`config.mk`:
```
export PLATFORM = sky130hd
export DESIGN_NAME = heap_sorter_top
export DESIGN_NICKNAME = d
export VERILOG_FILES = /design/src/hw/rtl/hs_pkg.sv /design/src/hw/rtl/hs_store.sv /design/src/hw/rtl/heap_sorter_top.sv
export SDC_FILE = /design/constraint.sdc
export NUM_CORES = 2
export LEC_CHECK = 0
export BUFFER_PORTS_ARGS = -buffer_cell sky130_fd_sc_hd__buf_2
export CAP_MARGIN = 0
export CORE_MARGIN = 2
export CORE_UTILIZATION = 50
export CTS_CLUSTER_SIZE = 25
export DETAILED_ROUTE_END_ITERATION = 7
export HOLD_SLACK_MARGIN = 0.15
export PLACE_DENSITY = 0.65
export SYNTH_ARGS = -nofsm -noshare
export SYNTH_HDL_FRONTEND = slang
export SYNTH_HIERARCHICAL = 1
export SYNTH_SLANG_ARGS = --single-unit
```
`constraint.sdc`:
```
create_clock -name clk -period 6.29 [get_ports clk]
set_input_delay 0.629 -clock clk [delete_from_list [all_inputs] [get_ports clk]]
set_output_delay 0.629 -clock clk [all_outputs]
set_load 0.005 [all_outputs]
```
`src/hw/rtl/hs_pkg.sv`:
```
// Shared types and constants for the heap sorter.
`timescale 1ns / 1ps
package hs_pkg;

  // Width of one sorted value.
  localparam int DATA_W = 32;

  // One stored value, compared as a signed number.
  typedef logic signed [DATA_W-1:0] word_t;

endpackage

```
`src/hw/rtl/hs_store.sv`:
```
// Element store of the heap sorter: one write port, one registered read port.
`timescale 1ns / 1ps
module hs_store #(
  parameter int DEPTH = 64,
  parameter int AW    = 6
) (
  input  logic               clk,
  input  logic               wr_en,
  input  logic [AW-1:0]      wr_addr,
  input  hs_pkg::word_t      wr_data,
  input  logic [AW-1:0]      rd_addr,
  output hs_pkg::word_t      rd_data
);

  hs_pkg::word_t mem [DEPTH];

  // Write port.
  always_ff @(posedge clk) begin
    if (wr_en) begin
      mem[wr_addr] <= wr_data;
    end
  end

  // Read port; a read of the address being written returns the old value.
  always_ff @(posedge clk) begin
    rd_data <= mem[rd_addr];
  end

endmodule

```
`src/hw/rtl/heap_sorter_top.sv`:
```
// Top level of the heap sorter: stream ports, sort sequencer and shared comparator.
// Loading accepts one value per cycle; the last value of a batch starts the sort.
// Sorting builds a heap over the n loaded values, then makes n - 1 root moves; each sift
// level uses the single read port of the store and the one shared signed comparator.
// Each result then passes through S_EMIT and S_EMITW and is held in S_OUTH until taken;
// s_tready is low until the last result of the batch is taken. Reset clears the counters,
// the sequencer and m_tvalid only; store contents stay undefined and need no clearing pass.
`timescale 1ns / 1ps
module heap_sorter_top #(
  parameter int MAX_ITEMS = 64
) (
  input  logic        clk,
  input  logic        rst,
  input  logic        s_tvalid,
  output logic        s_tready,
  input  logic [31:0] s_tdata,   // [31:0] value
  input  logic        s_tlast,   // last_item
  output logic        m_tvalid,
  input  logic        m_tready,
  output logic [31:0] m_tdata,   // [31:0] sorted_value
  output logic        m_tlast,   // last_result
  output logic [0:0]  m_tuser    // [0] overflowed
);

  localparam int AW = (MAX_ITEMS > 1) ? $clog2(MAX_ITEMS) : 1;
  localparam int CW = $clog2(MAX_ITEMS + 1);
  localparam int IW = AW + 2;

  typedef enum logic [3:0] {
    S_IDLE,
    S_BUILD,
    S_FETCH,
    S_RD_L,
    S_RD_R,
    S_CMPR,
    S_CMPV,
    S_SORT,
    S_SWPA,
    S_SWPB,
    S_EMIT,
    S_EMITW,
    S_OUTH
  } state_t;

  state_t           state;
  logic [CW-1:0]    cnt;
  logic             ovf;
  logic [CW-1:0]    hsize;
  logic [CW-1:0]    bidx;
  logic             sorting;
  logic [AW-1:0]    node;
  logic [AW-1:0]    child;
  logic [AW-1:0]    k;
  hs_pkg::word_t    v;
  hs_pkg::word_t    lval;
  hs_pkg::word_t    bval;

  logic             wr_en;
  logic [AW-1:0]    wr_addr;
  hs_pkg::word_t    wr_data;
  logic [AW-1:0]    rd_addr;
  hs_pkg::word_t    rd_data;

  logic             cnt_full;
  logic [CW-1:0]    cnt_next;
  logic [IW-1:0]    l_idx;
  logic [IW-1:0]    r_idx;
  logic [IW-1:0]    hsize_ext;
  logic [CW-1:0]    hsize_dec;
  logic             in_acc;
  hs_pkg::word_t    cmp_a;
  hs_pkg::word_t    cmp_b;
  logic             gt;

  hs_store #(
    .DEPTH (MAX_ITEMS),
    .AW    (AW)
  ) u_store (
    .clk     (clk),
    .wr_en   (wr_en),
    .wr_addr (wr_addr),
    .wr_data (wr_data),
    .rd_addr (rd_addr),
    .rd_data (rd_data)
  );

  // Index arithmetic for the current heap node.
  assign cnt_full  = (cnt == CW'(MAX_ITEMS));
  assign cnt_next  = cnt_full ? cnt : cnt + 1'b1;
  assign l_idx     = {1'b0, node, 1'b1};
  assign r_idx     = l_idx + 1'b1;
  assign hsize_ext = IW'(hsize);
  assign hsize_dec = hsize - 1'b1;
  assign in_acc    = s_tvalid && s_tready;
  assign s_tready  = (state == S_IDLE);

  // The one shared comparator: right child against left child, then winner against value.
  always_comb begin
    if (state == S_CMPR) begin
      cmp_a = rd_data;
      cmp_b = lval;
    end else begin
      cmp_a = bval;
      cmp_b = v;
    end
  end
  assign gt = (cmp_a > cmp_b);

  // Store port control by state.
  always_comb begin
    wr_en   = 1'b0;
    wr_addr = node;
    wr_data = v;
    rd_addr = node;
    case (state)
      S_IDLE: begin
        wr_en   = in_acc && !cnt_full;
        wr_addr = cnt[AW-1:0];
        wr_data = hs_pkg::word_t'(s_tdata);
      end
      S_BUILD: begin
        rd_addr = AW'(bidx - 1'b1);
      end
      S_RD_L: begin
        wr_en   = (l_idx >= hsize_ext);
        rd_addr = l_idx[AW-1:0];
      end
      S_RD_R: begin
        rd_addr = r_idx[AW-1:0];
      end
      S_CMPV: begin
        wr_en   = 1'b1;
        wr_data = gt ? bval : v;
      end
      S_SORT: begin
        rd_addr = '0;
      end
      S_SWPA: begin
        wr_en   = 1'b1;
        wr_addr = hsize_dec[AW-1:0];
        wr_data = rd_data;
        rd_addr = hsize_dec[AW-1:0];
      end
      S_EMIT: begin
        rd_addr = k;
      end
      default: begin
        wr_en = 1'b0;
      end
    endcase
  end

  // Sequencer, counters and the output register.
  always_ff @(posedge clk) begin
    if (rst) begin
      state    <= S_IDLE;
      cnt      <= '0;
      ovf      <= 1'b0;
      hsize    <= '0;
      bidx     <= '0;
      sorting  <= 1'b0;
      node     <= '0;
      child    <= '0;
      k        <= '0;
      m_tvalid <= 1'b0;
    end else begin
      case (state)
        S_IDLE: begin
          if (in_acc) begin
            cnt <= cnt_next;
            if (cnt_full) begin
              ovf <= 1'b1;
            end
            if (s_tlast) begin
              hsize   <= cnt_next;
              bidx    <= cnt_next >> 1;
              sorting <= 1'b0;
              state   <= S_BUILD;
            end
          end
        end
        // Heap build: sift down each inner node, last one first.
        S_BUILD: begin
          if (bidx == '0) begin
            sorting <= 1'b1;
            state   <= S_SORT;
          end else begin
            node  <= AW'(bidx - 1'b1);
            bidx  <= bidx - 1'b1;
            state <= S_FETCH;
          end
        end
        S_FETCH: begin
          v     <= rd_data;
          state <= S_RD_L;
        end
        // One sift level: fetch both children, pick the larger, compare with the value.
        S_RD_L: begin
          if (l_idx >= hsize_ext) begin
            state <= sorting ? S_SORT : S_BUILD;
          end else begin
            state <= S_RD_R;
          end
        end
        S_RD_R: begin
          lval  <= rd_data;
          state <= S_CMPR;
        end
        S_CMPR: begin
          if ((r_idx < hsize_ext) && gt) begin
            bval  <= rd_data;
            child <= r_idx[AW-1:0];
          end else begin
            bval  <= lval;
            child <= l_idx[AW-1:0];
          end
          state <= S_CMPV;
        end
        S_CMPV: begin
          if (gt) begin
            node  <= child;
            state <= S_RD_L;
          end else begin
            state <= sorting ? S_SORT : S_BUILD;
          end
        end
        // Move the root to the end of the heap and sift the displaced value from the top.
        S_SORT: begin
          if (hsize <= CW'(1)) begin
            k     <= '0;
            state <= S_EMIT;
          end else begin
            state <= S_SWPA;
          end
        end
        S_SWPA: begin
          state <= S_SWPB;
        end
        S_SWPB: begin
          v     <= rd_data;
          hsize <= hsize_dec;
          node  <= '0;
          state <= S_RD_L;
        end
        // Emit the store in address order.
        S_EMIT: begin
          state <= S_EMITW;
        end
        S_EMITW: begin
          m_tdata    <= rd_data;
          m_tlast    <= (CW'(k) == cnt - 1'b1);
          m_tuser[0] <= ovf;
          m_tvalid   <= 1'b1;
          state      <= S_OUTH;
        end
        S_OUTH: begin
          if (m_tready) begin
            m_tvalid <= 1'b0;
            if (m_tlast) begin
              cnt   <= '0;
              ovf   <= 1'b0;
              state <= S_IDLE;
            end else begin
              k     <= k + 1'b1;
              state <= S_EMIT;
            end
          end
        end
        default: begin
          state <= S_IDLE;
        end
      endcase
    end
  end

  // Input and output sides are never open together.
  a_no_overlap: assert property (@(posedge clk) disable iff (rst)
    !(s_tready && m_tvalid))
    else $error("input ready while a result is pending");

  // The fill count never passes capacity.
  a_cnt_bound: assert property (@(posedge clk) disable iff (rst)
    cnt <= CW'(MAX_ITEMS))
    else $error("item count beyond capacity");

  // The heap never grows past the loaded batch.
  a_heap_bound: assert property (@(posedge clk) disable iff (rst)
    (state != S_IDLE) |-> (hsize <= cnt))
    else $error("heap size larger than batch");

  // Taking the final result reopens the input with an empty batch.
  a_batch_close: assert property (@(posedge clk) disable iff (rst)
    (m_tvalid && m_tready && m_tlast) |=> (s_tready && cnt == '0 && !ovf))
    else $error("batch not closed after final result");

endmodule
```
==> impl_metrics.csv <==
group,metric,value,unit
floorplanning,die-height,425,um
worst_hold_path,hp-class,"in2reg",
worst_hold_path,hold_depth,4,
setup_path,worstSetupEndpointType,"register",
synth,async_reset_ff_frac,0,
floorplanning,fp-row-count,154,
synth,synth-seq-cells,2256,
setup_path,arrival,6.56,ns
routing,drt-initial-drc-count,7037,
routing,via_count,46600,
setup_path,rr_startpoint,"state[2]",
setup_path,critPathSlowestCell,"a221o_2",
setup_path,cp_cell_sequence,"inv_1 -> nor2_1 -> nand2_2 -> buf_4 -> nand2_1 -> nand2_1 -> ha_1 -> nor2b_1 -> o211ai_1 -> a21boi_1 -> or4_4 -> a21oi_4 -> mux2i_4 -> buf_4 -> a221o_2 -> buf_4",
timing,slew_violations,0,
setup_path,crit_top_cell,"buf_4",
synth,synth-edff-count,2178,
synth,synth_area,88600,um2
synth,ys.warnings.count,6,
global_route,grt_pass1_vias,45600,
layout,final_cell_mix,"2178 x edfxtp_1, 544 x mux4_2, 218 x clkbuf_16, 215 x buf_4, 177 x nand2_1",
timing,setup_tns,0,ns
placement,place_ws,0.542,ns
synth,syn_area_per_cell,20.5,um2
timing,worst_slack,0.395,ns
synth,ys_seq_area_frac,0.756,
cts,ctsResizeCount,0,
cts,htreeDepth,4,
layout,area_growth,13.6,%
placement,dpl.hpwl,145000,um
global_route,grt_max_degree,78,
layout,utilization,0.572,
timing,rsz0062_at_grt,"false",
setup_path,r2r_end,"u_store/mem[46][9]",
floorplanning,fp.dieArea,181000,um2
setup_path,rr_worst_depth,16,
setup_path,crit_path_start_kind,"register",
pwr,cellLeakagePower,31.5,nW
routing,dr.pass1.iters,6,
layout,layout_commonest_cell,"edfxtp_1",
setup_path,regToRegSetupSlack,0.40,ns
layout,nNetsFinal,4706,
setup_path,crit_type,"reg2reg",
global_route,grt_antenna_before_repair,8,
synth,syn_nets,4405,
timing,fin_crit,5.89,ns
floorplanning,initial_utilization,0.503,
worst_hold_path,min_to,"sorting",
cts,clk_latency,0.87,ns
floorplanning,core_area,176000,um2
pwr,finalPower,55.1,mW
timing,slew_headroom,0.118,
cts,tritoncts,"built",
global_route,track_usage,0.275,
run_status,status,"finished clean",
cts,cts_sinks,2256,
global_route,grt_overflow,0,
timing,clock_skew,0.0509,ns
timing,tightest_slew,1.32,ns
pwr,vdd_ir_drop_max,0.425,mV
placement,placed_area,93800,um2
cts,postCtsHoldBufs,0,
layout,drive_above_1_share,0.268,
pwr,cellPowerDensity,547,nW/um2
routing,drc,0,
timing,finalHoldViolCount,0,
cts,numCtsBuffers,215,
setup_path,critPathMaxStageDelay,1.06,ns
synth,synth_ff_type,"edfxtp_1",
placement,routabilityCongestion,0.921,
timing,setup_viol_count_final,0,
routing,wl_per_cell,34.6,um
cts,cts.reportedPaths.clkPinSlew,0.07,ns
timing,fmax,0.170,GHz
floorplanning,ios,73,
routing,routed_wl,247000,um
placement,dp_cells,6739,
worst_hold_path,holdCritStartpoint,"s_tvalid",
global_route,grt_first_pass_wirelength,348000,um
synth,netlist_instances,4315,
cts,cts_setup_buffers,0,
setup_path,critPathRequiredTime,6.96,ns
flow_run,cap_violations,0,
placement,port_buffers,72,
timing,min_period_over_period,0.937,
cts,clock-root-buffer,"clkbuf_16",
setup_path,cp_top_family,"compound AO/OA/AOI/OAI gates",
synth,synth.distinct_cells,69,
timing,hold_slack,0.237,ns
routing,vias_per_cell,6.53,
setup_path,crit_fanout,49,
floorplanning,die_w,425,um
routing,postRouteAntennaNets,0,
layout,stdcell_area,101000,um2
setup_path,crit_buf_inv,4,
layout,instances_no_fill,7139,
cts,cts_buffer_depth,3,
==> worst max path at each step <==
| stage | from | endpoint | slack, ns | cells after the start |
|---|---|---|---|---|
| 3_3_place_gp | state[2] | u_store/mem[44][9] | 0.66 | 16 |
| 3_5_place_dp | state[2] | u_store/mem[46][9] | 0.54 | 16 |
| 6_report | state[2] | u_store/mem[46][9] | 0.40 | 16 |
| 5_1_grt | state[2] | u_store/mem[63][23] | 0.03 | 17 |
| 2_1_floorplan | state[0] | u_store/mem[0][0] | 1.13 | 16 |
| 4_1_cts | state[2] | u_store/mem[46][9] | 0.49 | 16 |
==> cells in the mapped netlist (all sizes together), types with 9 or more instances <==
| cell | count | share of area |
|---|---|---|
| nand2b | 14 | 0.00099 |
| a21o | 10 | 0.00085 |
| a211oi | 12 | 0.0010 |
| dfxtp | 78 | 0.018 |
| a21oi | 122 | 0.0070 |
| mux4 | 544 | 0.14 |
| clkbuf | 126 | 0.0053 |
| xnor2 | 22 | 0.0022 |
| mux2i | 163 | 0.018 |
| inv | 17 | 0.00072 |
| nand4 | 9 | 0.00064 |
| o21ai | 24 | 0.0014 |
| xor2 | 11 | 0.0011 |
| and3 | 11 | 0.00078 |
| nand3 | 30 | 0.0017 |
| ha | 53 | 0.0075 |
| nor2b | 19 | 0.0013 |
| a22oi | 23 | 0.0019 |
| a221o | 32 | 0.0036 |
| a311oi | 10 | 0.00099 |
| buf | 117 | 0.0073 |
| nand2 | 179 | 0.0076 |
| edfxtp | 2178 | 0.74 |
| o22ai | 88 | 0.0062 |
| mux2 | 32 | 0.0041 |
| nor2 | 234 | 0.0099 |
| nor3 | 31 | 0.0018 |
| o221ai | 29 | 0.0029 |
==> worst register-to-register path, delay by kind of cell (launching register included) <==
| kind | cells | cell delay [ns] |
|---|---|---|
| AO/OA/AOI/OAI | 4 | 1.64 |
| buffers and inverters | 4 | 1.43 |
| AND/OR/NAND/NOR | 6 | 1.33 |
| flip-flops | 1 | 0.71 |
| adder cells (fa/ha/maj) | 1 | 0.30 |
| multiplexers | 1 | 0.30 |
==> power by group <==
group          switching (mW)  internal, mW  total (mW)
registers               0.484          19.7        20.2
logic                    13.9          8.37        22.3
clock network            5.51          7.07        12.6
total                    19.9          35.2        55.1
==> layer usage <==
metal | track usage | vias to the layer above | wire, um
li1 | - | 18600 | -
met1 | 0.392 | 24700 | 94800
met2 | 0.416 | 2837 | 114000
met3 | 0.0648 | 459 | 28300
met4 | 0.105 | 2 | 10300
met5 | 0 | - | 13
==> logic make-up (layout without fill, tap and decap cells) <==
group / count (synthesis) / in the layout / share of synthesized area
muxes: 739 / 739 / 0.161
AOI/OAI and AO/OA: 400 / 400 / 0.0305
and+or+nand+nor: 574 / 574 / 0.0287
buffers and inverters: 260 / 742 / 0.0134
adders and majority gates: 53 / 53 / 0.00748
xor gates and xnor gates: 33 / 33 / 0.00326
other: 0 / 2 / 0
DFF: 2256 / 2256 / 0.756
==> state kept, by name, summed over array words and instances, names as in the netlist, 4 cells and up <==
signal,cells
bidx,7
bval,32
child,6
cnt,7
hsize,7
k,6
lval,32
m_tdata,32
node,6
state,4
u_store/mem,2048
u_store/rd_data,32
v,32
==> layout make-up <==
type,instances,area (um2)
clock inverters,125,1130
flip-flops and latches,2256,67000
diodes,2,5.00
fillers,12900,75400
clock buffers,273,5710
inverters,17,63.8
multi-input cells,1799,21100
repair buffers,327,2780
well taps,2340,2930
(Power assumes the default switching activity.)
